$ cat src/pidaf_pkg.sv
// Package for the PID block with asymmetric integral and filtered derivative.
// Holds the word types, sequencer states, register indexes and Q16.16 helpers.
// No dependencies.
package pidaf_pkg;

	localparam logic signed [32:0] ERR_LIMIT  = 33'sd262144;
	localparam logic [20:0]        DT_DEFAULT = 21'd66;
	localparam logic signed [32:0] FILT_KEEP  = 33'sd52429;
	localparam logic signed [32:0] FILT_NEW   = 33'sd13107;
	localparam logic [5:0]         DIV_STEPS  = 6'd49;

	typedef enum logic [3:0] {
		REG_GAIN_PROP   = 4'd0,
		REG_GAIN_INTEG  = 4'd1,
		REG_GAIN_DERIV  = 4'd2,
		REG_INTEG_UPPER = 4'd3,
		REG_INTEG_LOWER = 4'd4,
		REG_DRIVE_UPPER = 4'd5,
		REG_DRIVE_LOWER = 4'd6,
		REG_TARGET      = 4'd7
	} cfg_reg_t;

	typedef enum logic [3:0] {
		ST_IDLE,
		ST_ERR,
		ST_IMUL,
		ST_IRND,
		ST_IACC,
		ST_PRND,
		ST_IRND2,
		ST_DWAIT,
		ST_FMUL1,
		ST_FMUL2,
		ST_FADD,
		ST_FRND,
		ST_DMUL,
		ST_DRND,
		ST_SUM,
		ST_OUT
	} state_t;

	typedef struct packed {
		logic signed [31:0] measurement;
		logic [20:0]        step_time;
	} sample_t;

	typedef struct packed {
		logic signed [31:0] drive;
		logic signed [31:0] raw_drive;
		logic signed [31:0] loop_error;
	} result_t;

	typedef struct packed {
		logic               en;
		logic signed [32:0] a;
		logic signed [32:0] b;
	} mul_req_t;

	typedef struct packed {
		logic        start;
		logic [48:0] dividend;
		logic [20:0] divisor;
	} div_req_t;

	function automatic logic signed [63:0] sx64(input logic signed [31:0] x);
		return $signed({{32{x[31]}}, x});
	endfunction

	function automatic logic signed [32:0] sx33(input logic signed [31:0] x);
		return $signed({x[31], x});
	endfunction

	function automatic logic signed [31:0] sat32(input logic signed [63:0] x);
		if (x > 64'sd2147483647) begin
			return 32'sh7fffffff;
		end else if (x < -64'sd2147483648) begin
			return 32'sh80000000;
		end
		return x[31:0];
	endfunction

	// round half up from Q32.32 to Q16.16, saturated
	function automatic logic signed [31:0] round16(input logic signed [63:0] x);
		logic signed [63:0] t;
		t = (x + 64'sd32768) >>> 16;
		return sat32(t);
	endfunction

	function automatic logic signed [31:0] clamp32(input logic signed [31:0] x,
		input logic signed [31:0] lo, input logic signed [31:0] hi);
		if (x < lo) begin
			return lo;
		end else if (x > hi) begin
			return hi;
		end
		return x;
	endfunction

endpackage

$ cat src/pidaf_mul.sv
// Shared signed 33 x 33 multiplier with a registered product.
// Depends on pidaf_pkg.
module pidaf_mul (
	input  logic                clk,
	input  pidaf_pkg::mul_req_t req,
	output logic signed [63:0]  prod
);
	import pidaf_pkg::*;

	logic signed [63:0] full;
	logic signed [63:0] prod_q;

	assign full = req.a * req.b;

	always_ff @(posedge clk) begin
		if (req.en) begin
			prod_q <= full;
		end
	end

	assign prod = prod_q;

endmodule

$ cat config.mk
export PLATFORM = sky130hd
export DESIGN_NAME = pidaf_mul
export DESIGN_NICKNAME = d
export VERILOG_FILES = /design/src/pidaf_pkg.sv /design/src/pidaf_mul.sv
export SDC_FILE = /design/constraint.sdc
export NUM_CORES = 2
export LEC_CHECK = 0
export ABC_AREA = 1
export BUFFER_PORTS_ARGS = -buffer_cell sky130_fd_sc_hd__buf_4
export CORE_MARGIN = 10
export CORE_UTILIZATION = 65
export CTS_BUF_LIST = sky130_fd_sc_hd__clkbuf_8 sky130_fd_sc_hd__clkbuf_16
export CTS_CLUSTER_SIZE = 24
export DETAILED_ROUTE_END_ITERATION = 8
export HOLD_SLACK_MARGIN = 0.12
export PLACE_DENSITY = 0.85
export SETUP_SLACK_MARGIN = 0.15
export SKIP_LAST_GASP = 1
export SLEW_MARGIN = 10
export SYNTH_ARGS = -nofsm -noshare
export SYNTH_HDL_FRONTEND = slang
export SYNTH_SLANG_ARGS = --single-unit
$ cat constraint.sdc
create_clock -name clk -period 10.6 [get_ports clk]
set_input_delay 0.53 -clock clk [delete_from_list [all_inputs] [get_ports clk]]
set_output_delay 0.53 -clock clk [all_outputs]
set_load 0.03 [all_outputs]
# == After elaboration in Yosys (flattened, before gate mapping) ==
# Index checks and enable logic that the tools add are counted.
# classes
multipliers,1
# op_table
operator,count
multiplier 33 x 33 -> 64 bit,1
# totals
regBits,64
output_inout_bits,64
elab_cells,2

# == Longest topological paths before layout ==
# depth
ltp_word,1
depth_mapped,32

# == Least setup slack after synthesis ==
# No wires, ideal clock.
# synth_path
kind,input -> register
startpoint,input port req[65] (netlist bit)
endpoint,"register prod_q[50] (netlist: prod[50]), data pin"
arrival_ns,7.380
slack_ns,2.968
stages,26
cell_sequence,clkbuf_1 > clkbuf_1 > nand2_1 > inv_1 > fa_1 > fa_1 > fa_1 > inv_1 > fa_1 > inv_1 > fa_1 > fa_1 > fa_1 > inv_1 > fa_1 > inv_1 > ha_1 > nand2_1 > nor2_1 > inv_1 > nor3_2 > nand2_1 > nor3_2 > nand2_1 > nand4_1 > nand2_1
# synth_via
elab_chain_cells,1
# synth_lines
element,line,text
start: declaration,pidaf_mul.sv:5,"input pidaf_pkg::mul_req_t req,"
multiplier 33 x 33 -> 64 bit,pidaf_mul.sv:13,assign full = req.a * req.b;
named net full[50],pidaf_mul.sv:10,logic signed [63:0] full;
end signal: assignment,pidaf_mul.sv:17,prod_q <= full;
end: declaration,pidaf_mul.sv:11,logic signed [63:0] prod_q;
# The timed path passes the listed nets, and every way through them passes these cells.
# A chain may end at the register's enable or synchronous reset.

# == Worst setup path in the final report ==
# layout_path
startpoint,input port req[65] (netlist bit)
endpoint,"register prod_q[55] (netlist: prod[55]), data pin"
# Same word-level chain as after synthesis.

==> impl_metrics.json <==
{
  "netlist_instances": 5349,
  "vias": 33000,
  "cts_tree": "built",
  "worst_slew_pin_slew_ns": 1.17,
  "io_pins": 132,
  "setup_violations": 0,
  "ys_ff_latch": 64,
  "antenna_left": 0,
  "endpoint_kind": "flop",
  "critPathKind": "primary input to flop",
  "drive_gt1_share_pct": 3.84,
  "final_max_slew_viol_count": 0,
  "overflow": 0,
  "grt_usage_pct": 31.1,
  "ctsResizeCount": 0,
  "cap_violations": 0,
  "largest_register_ffs": 64,
  "period_minus_slack_ns": 8.34,
  "maxSlewHeadroom_pct": 21.9,
  "max_stage_delay_ns": 0.96,
  "grt_pass1_wl_um": 192000,
  "path_max_fanout": 33,
  "vias_per_cell": 5.42,
  "critPathArrivalTime_ns": 8.44,
  "finalWirelength_um": 114000,
  "avgSynthCellArea_um2": 7.98,
  "fp-row-count": 93,
  "post-place-cells": 6073,
  "cts_buffers": 9,
  "cpMostUsedCell": "fa_1",
  "critPathSlowestCell": "fa_1",
  "clkTransAtPathRegs_ns": 0.06,
  "yosysSeqAreaShare_pct": 4.50,
  "post-dp-hpwl_um": 95100,
  "dr.pass1.iters": 7,
  "clock_path_buffers": 2,
  "final_cell_mix": "inv_1, nand2_1, fa_1",
  "drt-initial-drc-count": 2816,
  "fillers": 5025,
  "nets": 6634,
  "yosysWarnings": 0,
  "synthesis.area_mm2": 0.0427,
  "fp.dieH_um": 276,
  "drc": 0,
  "core_mm2": 0.0647,
  "rsz0062_at_grt": "false",
  "antenna_found_initial": 5,
  "synth_edf_count": 64,
  "stdcell_count": 6093,
  "htree_levels": 3,
  "crit_family": "adder cells",
  "synth_nets": 6754,
  "port_buffers": 131,
  "fmax_ghz": 0.120,
  "min_path_type": "primary input to flop",
  "final_common_cell": "inv_1",
  "die_w_um": 276,
  "start_util_pct": 66.0,
  "synth-async-reset-ratio_pct": 0,
  "finalCoreUtilization_pct": 68.2,
  "fin_crit_sh_pct": 78.7,
  "critPathBufInv": 6,
  "outcome": "completed",
  "synth_cell_types": 32,
  "area_delta_synth_final_pct": 3.35,
  "post_drt_wl_per_cell_um": 18.6,
  "critPathLaunchType": "primary input",
  "hold_viol_final": 0,
  "dieArea_mm2": 0.0763,
  "setup_tns_ns": 0,
  "synth-main-ff-cell": "edfxtp_1",
  "gp_congestion": 1.02,
  "cts_sinks": 64,
  "worstPathCellList": "buf_4 > nand2_1 > inv_1 > fa_1 > fa_1 > fa_1 > inv_1 > fa_1 > inv_1 > fa_1 > fa_1 > fa_1 > inv_1 > fa_1 > inv_1 > ha_1 > nand2_1 > nor2_1 > nand2_1 > nor3_1 > nand3_1 > nand4_1 > nand2_1",
  "grt_pass1_vias": 37700,
  "cts_setup_buffers": 0,
  "ctsHoldBuffers": 0,
  "root_buffer": "clkbuf_16",
  "grt_max_degree": 65,
  "whs_path_depth": 3,
  "crit_required_ns": 10.70,
  "path_depth": 23
}
worst paths after layout:
check  startpoint            endpoint  slack, ns
max       req[65]  prod[55]$_DFFE_PP_       2.26
min        req[0]   prod[0]$_DFFE_PP_       0.80
through the flow:
stage	cell area (µm²)	setup slack, ns	hold WS [ns]
after global placement	43800	2.21	0.980
after floorplan	42700	2.97	0.642
after CTS	44100	2.26	0.773
after detailed placement	43800	1.93	0.981
after global routing	44100	1.83	0.821
final	44100	2.26	0.800
synthesized netlist by cell type (all sizes together), types with 6 or more instances:
cell type	number	area, µm²
nand2	1446	5470
xor2	31	272
nand4	20	125
a21oi	76	384
edfxtp	64	1920
clkbuf	261	980
or2	6	37.5
inv	1799	6750
ha	212	2650
nand3	72	390
nor3	10	70.1
fa	1125	22500
o21bai	18	135
o21ai	43	219
nor2	148	613
cell type report:
| class | instances | area [µm²] | share of cell area (%) |
|---|---|---|---|
| Inverter | 1800 | 6760 | 15.3 |
| Tap cell | 855 | 1070 | 2.43 |
| Timing Repair Buffer | 132 | 991 | 2.25 |
| Clock buffer | 9 | 225 | 0.511 |
| Sequential cell | 64 | 1920 | 4.36 |
| Antenna cell | 4 | 10.0 | 0.0227 |
| Multi-Input combinational cell | 3222 | 33000 | 74.8 |
| Clock inverter | 7 | 125 | 0.284 |
routing by layer:
metal  wire length, µm  vias to the layer above  track usage (%)
met5                22                        -                0
met2             57400                     1833             54.4
met1             39500                    16300             36.4
met4              7110                        4             16.6
met3              9600                      510             5.01
li1                  -                    14300                -
kinds of logic (layout without fill, tap and decap cells):
kind of cell / after synthesis / after routing / share of synthesized area, %
AOI/OAI and AO/OA: 143 / 143 / 1.84
other: 0 / 4 / 0
xor gates and xnor gates: 36 / 36 / 0.739
and+or+nand+nor: 1706 / 1706 / 15.8
adders and majority gates: 1337 / 1337 / 59.0
buffers and inverters: 2063 / 1948 / 18.1
DFF: 64 / 64 / 4.50
Power is left out: the tool's default activity adds up to more than one toggle a clock period on the data nets, which glitch-free logic cannot reach.
