**src/pidaf_pkg.sv**
```systemverilog
// Package for the PID block with asymmetric integral and filtered derivative.
// Holds the word types, sequencer states, register indexes and Q16.16 helpers.
// No dependencies.
package pidaf_pkg;

	localparam logic signed [32:0] ERR_LIMIT  = 33'sd262144;
	localparam logic [20:0]        DT_DEFAULT = 21'd66;
	localparam logic signed [32:0] FILT_KEEP  = 33'sd52429;
	localparam logic signed [32:0] FILT_NEW   = 33'sd13107;
	localparam logic [5:0]         DIV_STEPS  = 6'd49;

	typedef enum logic [3:0] {
		REG_GAIN_PROP   = 4'd0,
		REG_GAIN_INTEG  = 4'd1,
		REG_GAIN_DERIV  = 4'd2,
		REG_INTEG_UPPER = 4'd3,
		REG_INTEG_LOWER = 4'd4,
		REG_DRIVE_UPPER = 4'd5,
		REG_DRIVE_LOWER = 4'd6,
		REG_TARGET      = 4'd7
	} cfg_reg_t;

	typedef enum logic [3:0] {
		ST_IDLE,
		ST_ERR,
		ST_IMUL,
		ST_IRND,
		ST_IACC,
		ST_PRND,
		ST_IRND2,
		ST_DWAIT,
		ST_FMUL1,
		ST_FMUL2,
		ST_FADD,
		ST_FRND,
		ST_DMUL,
		ST_DRND,
		ST_SUM,
		ST_OUT
	} state_t;

	typedef struct packed {
		logic signed [31:0] measurement;
		logic [20:0]        step_time;
	} sample_t;

	typedef struct packed {
		logic signed [31:0] drive;
		logic signed [31:0] raw_drive;
		logic signed [31:0] loop_error;
	} result_t;

	typedef struct packed {
		logic               en;
		logic signed [32:0] a;
		logic signed [32:0] b;
	} mul_req_t;

	typedef struct packed {
		logic        start;
		logic [48:0] dividend;
		logic [20:0] divisor;
	} div_req_t;

	function automatic logic signed [63:0] sx64(input logic signed [31:0] x);
		return $signed({{32{x[31]}}, x});
	endfunction

	function automatic logic signed [32:0] sx33(input logic signed [31:0] x);
		return $signed({x[31], x});
	endfunction

	function automatic logic signed [31:0] sat32(input logic signed [63:0] x);
		if (x > 64'sd2147483647) begin
			return 32'sh7fffffff;
		end else if (x < -64'sd2147483648) begin
			return 32'sh80000000;
		end
		return x[31:0];
	endfunction

	// round half up from Q32.32 to Q16.16, saturated
	function automatic logic signed [31:0] round16(input logic signed [63:0] x);
		logic signed [63:0] t;
		t = (x + 64'sd32768) >>> 16;
		return sat32(t);
	endfunction

	function automatic logic signed [31:0] clamp32(input logic signed [31:0] x,
		input logic signed [31:0] lo, input logic signed [31:0] hi);
		if (x < lo) begin
			return lo;
		end else if (x > hi) begin
			return hi;
		end
		return x;
	endfunction

endpackage

```
**src/pidaf_div.sv**
```systemverilog
// Restoring divider, one quotient bit per cycle, 49-bit dividend by 21-bit divisor.
// Depends on pidaf_pkg.
module pidaf_div (
	input  logic                clk,
	input  logic                arst_n,
	input  pidaf_pkg::div_req_t req,
	output logic                busy,
	output logic [48:0]         quotient
);
	import pidaf_pkg::*;

	logic [5:0]  cnt_q;
	logic [48:0] n_q;
	logic [20:0] rem_q;
	logic [20:0] dvs_q;
	logic [21:0] trial;
	logic [20:0] diffv;
	logic        ge;

	assign trial = {rem_q, n_q[48]};
	assign diffv = trial[20:0] - dvs_q;
	assign ge    = trial >= {1'b0, dvs_q};
	assign busy  = cnt_q != 6'd0;

	always_ff @(posedge clk or negedge arst_n) begin
		if (!arst_n) begin
			cnt_q <= 6'd0;
		end else if (req.start) begin
			cnt_q <= DIV_STEPS;
		end else if (busy) begin
			cnt_q <= cnt_q - 6'd1;
		end
	end

	always_ff @(posedge clk) begin
		if (req.start) begin
			n_q   <= req.dividend;
			rem_q <= 21'd0;
			dvs_q <= req.divisor;
		end else if (busy) begin
			rem_q <= ge ? diffv : trial[20:0];
			n_q   <= {n_q[47:0], ge};
		end
	end

	assign quotient = n_q;

endmodule

```
**config.mk**
```make
export PLATFORM = sky130hd
export DESIGN_NAME = pidaf_div
export DESIGN_NICKNAME = d
export VERILOG_FILES = /design/src/pidaf_pkg.sv /design/src/pidaf_div.sv
export SDC_FILE = /design/constraint.sdc
export NUM_CORES = 1
export LEC_CHECK = 0
export ABC_AREA = 1
export CAP_MARGIN = 20
export CORE_MARGIN = 4
export CORE_UTILIZATION = 35
export CTS_CLUSTER_DIAMETER = 30
export DETAILED_ROUTE_END_ITERATION = 16
export DONT_BUFFER_PORTS = 1
export GPL_ROUTABILITY_DRIVEN = 0
export PLACE_DENSITY_LB_ADDON = 0.15
export SETUP_SLACK_MARGIN = 0.2
export SLEW_MARGIN = 20
export SYNTH_ARGS = -nofsm -noshare
export SYNTH_HDL_FRONTEND = slang
export SYNTH_SLANG_ARGS = --single-unit
```
**constraint.sdc**
```tcl
create_clock -name clk -period 3.4 [get_ports clk]
set_input_delay 0.34 -clock clk [delete_from_list [all_inputs] [get_ports clk]]
set_output_delay 0.34 -clock clk [all_outputs]
set_load 0.02 [all_outputs]
```
---- Yosys cells after proc, flatten, opt, wreduce, memory -nomap -nowiden ----
Cells that the tools add are included.
storage, ports and cells
  flip-flop bits (word level) ............. 97
  output and inout port bits .............. 50
  logic and storage cells ................. 14
  input port bits ......................... 73
operators by class
  reductions and logical operators ........ 2
  add/sub/neg operators ................... 2
  $lt $le $gt $ge ......................... 1
  multiplexer cells ....................... 5
operator list
  operator                                          number
  2-to-1 mux 49 bit                                 2
  greater-or-equal comparator 22 x 21 -> 1 bit      1
  2-to-1 mux 21 bit                                 1
  subtractor 21 bit                                 1
  2-to-1 mux 6 bit                                  2
  nonzero test 6 bit                                1
  subtractor 6 x 1 -> 6 bit, second input constant  1
  nonzero test 2 bit                                1

---- Longest topological paths before layout ----
Gate-level depths: netlist of run 1.
  word-level depth ........................ 3
  mapped depth ............................ 15
  gate-level depth less buffers ........... 14

---- Worst setup path after synthesis of run 1 ----
Ideal clock, no wire load.
  path kind ............................... reg2reg
  start ................................... register n_q[48] (netlist: quotient[48])
  end ..................................... register rem_q[19]
  arrival time ............................ 2,019 ps
  setup slack ............................. 1,269 ps
  library setup time ...................... 112 ps
  required time ........................... 3,288 ps
  clock period less this slack ............ 2,131 ps
  cell stages (with the launch flop) ...... 16
  path buffers ............................ 1
  path through ............................ edfxtp_1 -> inv_1 -> ha_1 -> inv_1 -> fa_1 -> nand2_1 -> nand3_4 -> nand2_1 -> nand2_1 -> nand2_2 -> buf_6 -> nand3b_1 -> nand2_1 -> clkinv_1 -> nand2_1 -> nand2_1
on the way
  cells in the longest elaborated chain, start to end .. 2
  elaborated cells between the ends (all ways) .. 3
  those cells by class .................... add/sub: 1; order compare: 1; mux: 1
RTL lines
  element                                                                            line                              source
  start, declared                                                                    pidaf_div.sv:13                   logic [48:0] n_q;
  start signal, assigned                                                             pidaf_div.sv:37                   n_q <= req.dividend;
  start signal, assigned                                                             pidaf_div.sv:42                   n_q <= {n_q[47:0], ge};
  subtractor 21 bit or greater-or-equal comparator 22 x 21 -> 1 bit (tied branches)  pidaf_div.sv:21, pidaf_div.sv:22
  2-to-1 mux 21 bit *                                                                pidaf_div.sv:41                   rem_q <= ge ? diffv : trial[20:0];
  end signal, assigned                                                               pidaf_div.sv:41
  end, declared                                                                      pidaf_div.sv:14                   logic [20:0] rem_q;
Every way passes the cells marked *; elsewhere a longest branch is shown, timed or not.
A chain may end at the register's enable or synchronous reset.

---- Worst setup path in the final report of run 1 ----
  start ................................... register n_q[48] (netlist: quotient[48])
  end ..................................... register rem_q[2]
Same word-level chain as after synthesis.

==> impl_metrics.toml, run 1 <==
[logic_synthesis]
syn_area_um2 = 5580
post_synth_edffs = 70
sequential_element_share_of_the_synthesized_area = 0.479
synth_seq_cells = 97
postSynth.topFlopCell = "sky130_fd_sc_hd__edfxtp_1"
postSynthNetCount = 802
dominant_cells_by_area_after_synthesis = "sky130_fd_sc_hd__edfxtp_1 (38%), sky130_fd_sc_hd__nand2_1 (20%), sky130_fd_sc_hd__dfxtp_1 (7.5%)"
synthDominantCellAreaShare = 0.377
yosysWarnings = 0
syn_avg_cell_area_um2 = 7.91
synth_largest_area_cell = "sky130_fd_sc_hd__edfxtp_1"
synth-async-reset-ratio = 0.0619
synthCells = 706
synthDistinctLibCells = 38

[route]
num_vias = 4347
drc = 0
wl_um = 13800
dr.pass1.iters = 5
route.detailed.vias_per_inst = 4.73
drt.antenna.violating_nets = 0
iteration_0_drc_markers = 244
route.detailed.wl_per_inst_um = 15.0

[grt]
gr-total-overflow = 0
grt_start_max_net_pins = 75
grt_pass1_wl_um = 23000
grt_pass1_vias = 4499
grt_antenna_before_repair = 0
grt_usage = 0.159

[final_layout]
num-nets-final = 799
num_antenna_cells = 0
synthToLayoutAreaGrowth_pct = 8.29
layout.cells.most_common_list = "sky130_fd_sc_hd__nand2_1 (302), sky130_fd_sc_hd__inv_1 (92), sky130_fd_sc_hd__edfxtp_1 (70)"
finalInstanceArea_um2 = 6050
fillers = 1621
ratio_of_cells_with_drive_above_1_in_the_final_layout = 0.0692
final_common_cell = "sky130_fd_sc_hd__nand2_1"

[floorplan]
initial_utilization = 0.362
io_pins = 123
die_width_um = 134
row_count = 45
die-area_um2 = 18000
coreArea_um2 = 15400
dieHeight_um = 134

[worst_setup_path]
timing_worst_setup_path_type = "reg2reg"
critPathBufInv = 2
critPathArrivalTime_ns = 2.87
critPathMaxStageDelay_ns = 0.50
cp_top_delay_family = "simple AND/OR/NAND/NOR gates"
worstSetupEndpointType = "flip-flop"
path_common_cell = "sky130_fd_sc_hd__nand2_1"
worstRegToRegCells = 13
worstPathRequired_ns = 3.68
cp_slowest_cell = "sky130_fd_sc_hd__edfxtp_1"
crit_chain = "inv_1 -> ha_1 -> inv_1 -> fa_1 -> nand2_1 -> nand3_4 -> nand2_1 -> nand2_1 -> nand2_2 -> nand2_4 -> nand2_1 -> nand2_1 -> o21ai_1"
startpoint_type = "flip-flop"
timing.critical_path.fanout_max = 23
critical_path_cell_count = 13

[worst_hold_path]
hold_class = "in2reg"
hold_path_depth = 0

[clock_tree]
ctsLongestPathBuffers = 2
tritoncts_num_sinks = 97
insertion_delay_ns = 0.36
post_cts.resized_instances = 0
post_cts_clock_slew_at_the_launch_and_capture_registers_of_the_worst_setup_and_hold_paths_ns = 0.08
numCtsBuffers = 9
cts_tree = "built"
root_buffer = "sky130_fd_sc_hd__clkbuf_16"
cts.htree.levels = 3

[timing]
final-hold-violation-count = 0
timing.setup.tns_ns = 0
setup-violations-final = 0
fin_crit_sh = 0.760
maxClockFrequency_mhz = 387
tightestPinTransition_ns = 0.766
min_period_ns = 2.58
rsz0062_at_grt = "false"
holdWs_ns = 0.0723
timing.max_slew.rel_slack = 0.489
layout_skew_ns = 0.0158
drv_slew = 0

[place]
numPortBuffers = 0
dp_hpwl_um = 10100
placed_cell_area_um2 = 5740

[power]
leakagePower_uw = 0.00293
power-per-cell-area_nw_per_um2 = 688
vdd_ir_drop_max_mv = 0.275

[outcome]
outcome = "finished clean"

[job]
timing.max_cap.violations = 0
-- worst paths after layout --
kind | start | to | slack (ns)
setup reg to reg | quotient[48] | rem_q[2] | 0.82
hold reg to reg | rem_q[17] | rem_q[17] | 0.48
max in group asynchronous | arst_n | cnt_q[0] | 2.88
setup / recovery | quotient[48] | rem_q[2] | 0.82
hold / removal | req[10] | dvs_q[10] | 0.07
min in group asynchronous | arst_n | cnt_q[5] | 0.30
-- cell families after synthesis --
group / Yosys count / synth area share
fa+ha+maj: 23 / 0.0529
flops: 97 / 0.479
buf+inv: 117 / 0.0932
compound gates: 41 / 0.0399
xor+xnor: 10 / 0.0157
simple gates: 418 / 0.320
-- per-stage QoR --
step / utilization / power, uW / std cells / setup WS [ns]
after floorplan: - / 2900 / 706 / 1.27
after global placement: 0.372 / 3150 / 902 / 0.879
after detailed placement: 0.372 / 3160 / 902 / 0.811
after CTS: 0.392 / 4210 / 919 / 0.774
after global routing: 0.392 / 4510 / 919 / 0.557
final: 0.392 / 4160 / 919 / 0.816
-- power by group --
group / switching, uW / internal [uW]
clock: 504 / 519
combinational: 922 / 556
sequential: 203 / 1460
total: 1630 / 2530
-- layout make-up --
cell class | instances | area [um^2] | area share
timing repair buffer | 6 | 60.1 | 0.00993
inverter | 97 | 364 | 0.0602
tap | 211 | 264 | 0.0437
multi-input combinational | 492 | 2390 | 0.395
clock inverter | 7 | 70.1 | 0.0116
clock buffer | 9 | 225 | 0.0373
sequential | 97 | 2670 | 0.442
-- flip-flops by register name, indices dropped and copies added (netlist names) --
name	count
quotient	49
dvs_q	21
rem_q	21
cnt_q	6
-- layer usage --
layer / routed length (um) / track usage
met1: 5850 / 0.190
met2: 6470 / 0.257
met3: 1310 / 0.0769
met4: 144 / 0.0424
met5: 0 / 0
-- worst reg2reg max path: stages (launching register included) --
cell                       delay [ns]
sky130_fd_sc_hd__edfxtp_1        0.50
sky130_fd_sc_hd__inv_1           0.12
sky130_fd_sc_hd__ha_1            0.14
sky130_fd_sc_hd__inv_1           0.07
sky130_fd_sc_hd__fa_1            0.43
sky130_fd_sc_hd__nand2_1         0.13
sky130_fd_sc_hd__nand3_4         0.08
sky130_fd_sc_hd__nand2_1         0.09
sky130_fd_sc_hd__nand2_1         0.09
sky130_fd_sc_hd__nand2_2         0.25
sky130_fd_sc_hd__nand2_4         0.27
sky130_fd_sc_hd__nand2_1         0.14
sky130_fd_sc_hd__nand2_1         0.06
sky130_fd_sc_hd__o21ai_1         0.13
-- timing repair --
action                                 in CTS  in global routing
setup buffers                               0                  0
hold buffers                                1                  0
endpoints found under the hold margin       6                  0
-- cell usage after synthesis, types with 2 or more instances --
cell type and n:
sky130_fd_sc_hd__a21oi_1 20, sky130_fd_sc_hd__buf_2 2, sky130_fd_sc_hd__buf_6 3, sky130_fd_sc_hd__clkbuf_1 9
sky130_fd_sc_hd__clkbuf_8 2, sky130_fd_sc_hd__clkinv_1 3, sky130_fd_sc_hd__dfrtp_1 6, sky130_fd_sc_hd__dfxtp_1 21
sky130_fd_sc_hd__edfxtp_1 70, sky130_fd_sc_hd__ha_1 22, sky130_fd_sc_hd__inv_1 92, sky130_fd_sc_hd__inv_2 2
sky130_fd_sc_hd__nand2_1 302, sky130_fd_sc_hd__nand2_2 6, sky130_fd_sc_hd__nand3_1 44, sky130_fd_sc_hd__nand3_2 8
sky130_fd_sc_hd__nand3b_1 10, sky130_fd_sc_hd__nand4_1 3, sky130_fd_sc_hd__nor2_1 32, sky130_fd_sc_hd__nor2_2 7
sky130_fd_sc_hd__nor3_1 3, sky130_fd_sc_hd__o21ai_0 5, sky130_fd_sc_hd__o21ai_1 9, sky130_fd_sc_hd__o21ai_2 2
sky130_fd_sc_hd__xnor2_1 10
Power figures use the tool's default switching activity.
==> inputs of run 2 (changes only) <==
==> constraint.sdc (replaced) <==
create_clock -name clk -period 2.3 [get_ports clk]
set_input_delay 0.23 -clock clk [delete_from_list [all_inputs] [get_ports clk]]
set_output_delay 0.23 -clock clk [all_outputs]
set_load 0.02 [all_outputs]
==> run 2 against run 1 <==
Sequential cell count did not move. Die area did not move. Sequential share of layout area fell by 5.3 points. Non-clock buffer count rose by 50. Worst hold slack got worse by 0.059 ns. Global-route usage rose by 0.97 points. Register-to-register slack got worse by 0.53 ns. Combinational power rose by 80%. Largest power group is now combinational logic. Maximum frequency rose by 28%. Clock power rose by 44%. Design area rose by 14%. Via count rose by 5.6%.
==> impl_metrics.toml, run 2 (synthesis gave the netlist of run 1 again) <==
[outcome]
outcome = "finished clean"

[power]
clock_power_share = 0.223
seq_power_share = 0.374
combinationalPowerShare = 0.403
p_int_uw = 4020
switchingPower_uw = 2600
power-per-cell-area_nw_per_um2 = 965
leakagePower_uw = 0.00322
power_switching_share = 0.393
finalPower_uw = 6620
vdd_ir_drop_max_mv = 0.541

[final_layout]
finalNonFillerCells = 971
num_antenna_cells = 0
ratio_of_cells_with_drive_above_1_in_the_final_layout = 0.157
synthToLayoutAreaGrowth_pct = 22.9
final_common_cell = "sky130_fd_sc_hd__nand2_1"
largest_register_ffs = 49
num-nets-final = 852
final_core_utilization = 0.445
layout.cells.most_common_list = "sky130_fd_sc_hd__nand2_1 (289), sky130_fd_sc_hd__inv_1 (88), sky130_fd_sc_hd__edfxtp_1 (70)"

[route]
wirelength_met1_um = 6210
route.detailed.vias_per_inst = 4.73
dr.pass1.iters = 6
met2_wirelength_um = 7100
route.detailed.wl_per_inst_um = 15.2
route.top_layer_used = "met4"
met3_length_um = 1270
num_vias = 4592
iteration_0_drc_markers = 214
drc = 0
wl_um = 14800
drt.antenna.violating_nets = 0

[worst_setup_path]
cp_slowest_cell = "sky130_fd_sc_hd__edfxtp_1"
startpoint_type = "flip-flop"
timing_worst_setup_path_type = "reg2reg"
setup.reg_to_reg.worst_slack_ns = 0.29
worstPathRequired_ns = 2.55
critPathArrivalTime_ns = 2.26
worstSetupEndpointType = "flip-flop"
worstRegToRegCells = 14
crit_chain = "inv_2 -> ha_4 -> inv_4 -> fa_2 -> nand2_2 -> nand3_4 -> nand2_4 -> nand2_4 -> nand2_8 -> buf_4 -> buf_8 -> nand3_1 -> nand3_1 -> o21ai_1"
timing.rr.end = "rem_q[0]"
r2r-start = "quotient[48]"
timing.critical_path.fanout_max = 5
critPathMaxStageDelay_ns = 0.40

[place]
preCtsSetupSlack_ns = 0.0939
numPortBuffers = 0
placedCellCount = 909
dp_hpwl_um = 10200

[floorplan]
coreArea_um2 = 15400
row_count = 45
die_width_um = 134
initial_utilization = 0.362
io_pins = 123
die-area_um2 = 18000
dieHeight_um = 134

[timing]
rsz0062_at_grt = "true"
postLayoutSetupSlackWorst_ns = 0.288
setup-violations-final = 0
final-hold-violation-count = 0
min_period_ns = 2.01
timing.max_slew.rel_slack = 0.672
drv_slew = 0
fin_crit_sh = 0.875
timing.setup.tns_ns = 0
tightestPinTransition_ns = 0.492
layout_skew_ns = 0.00777
maxClockFrequency_mhz = 497

[grt]
grt_antenna_before_repair = 0
grt_pass1_vias = 4689
gr-total-overflow = 0
grt_usage = 0.169
grt_start_max_net_pins = 54
grt_pass1_wl_um = 24000

[clock_tree]
post_cts_clock_slew_at_the_launch_and_capture_registers_of_the_worst_setup_and_hold_paths_ns = 0.07
cts_tree = "built"
ctsLongestPathBuffers = 2
insertion_delay_ns = 0.35
tritoncts_num_sinks = 97
root_buffer = "sky130_fd_sc_hd__clkbuf_16"
cts.htree.levels = 3
numCtsBuffers = 9

[worst_hold_path]
worst_hold_startpoint = "req[70]"
hold_path_depth = 2
hold_class = "in2reg"
hold-path-endpoint = "cnt_q[4]"

[job]
timing.max_cap.violations = 0
## run 2: cell types whose count changed in the layout (fill, tap and decap cells not counted), sizes merged
cell         delta
buf            +28
nand2           +2
dlygate4sd3    +22
clkinv          -1
clkinvlp        +3
inv             -2
## run 2: metrics by stage
| stage | area [um^2] | hold slack [ns] |
|---|---|---|
| after floorplan | 5590 | -0.0656 |
| after global placement | 5800 | -0.0654 |
| after detailed placement | 5800 | -0.0654 |
| after CTS | 6600 | 0.00124 |
| after global routing | 6860 | 0.0205 |
| final | 6860 | 0.0131 |
## run 2: layer usage
metal	track usage	vias to the layer above
met5	0	-
met4	0.0447	0
li1	-	2338
met3	0.0645	12
met1	0.203	2100
met2	0.283	142
## run 2: timing repair
action	in CTS	in global routing
resized for setup	27	38
cloned	3	1
hold endpoints to repair	49	0
buffers inserted	13	6
pin swaps	6	23
hold buffers	24	0
setup endpoints to repair	22	58
## run 2: power groups by stage
stage	Sequential, uW	Combinational [uW]	Clock [uW]
floorplan	2420	1870	0
global placement	2490	2200	0
detailed placement	2480	2210	0
CTS	2450	2450	1540
global route	2510	3010	1610
finish	2480	2670	1470
## run 2: worst max-delay path by stage
stage,startpoint,endpoint,cells past startpoint
after global routing,quotient[48],rem_q[18],15
final,quotient[48],rem_q[0],14
after detailed placement,quotient[48],rem_q[9],13
after global placement,quotient[48],rem_q[16],14
after CTS,dvs_q[12],rem_q[18],14
after floorplan,quotient[48],rem_q[19],15
## run 2: layout make-up
class | instances | area, um^2
Multi-Input combinational cell | 494 | 2680
Timing Repair Buffer | 56 | 583
Tap cell | 211 | 264
Clock buffer | 9 | 225
Timing Repair inverter | 1 | 7.51
Inverter | 97 | 373
Fill cell | 1567 | 8560
Clock inverter | 6 | 61.3
Sequential cell | 97 | 2670
## run 2: worst max-delay path, delay by kind of cell (launching register included)
kind                       cells  cell delay [ns]
and+or+nand+nor                7             0.57
adders and majority gates      2             0.50
DFF                            1             0.40
buffers and inverters          4             0.35
AOI/OAI and AO/OA              1             0.06
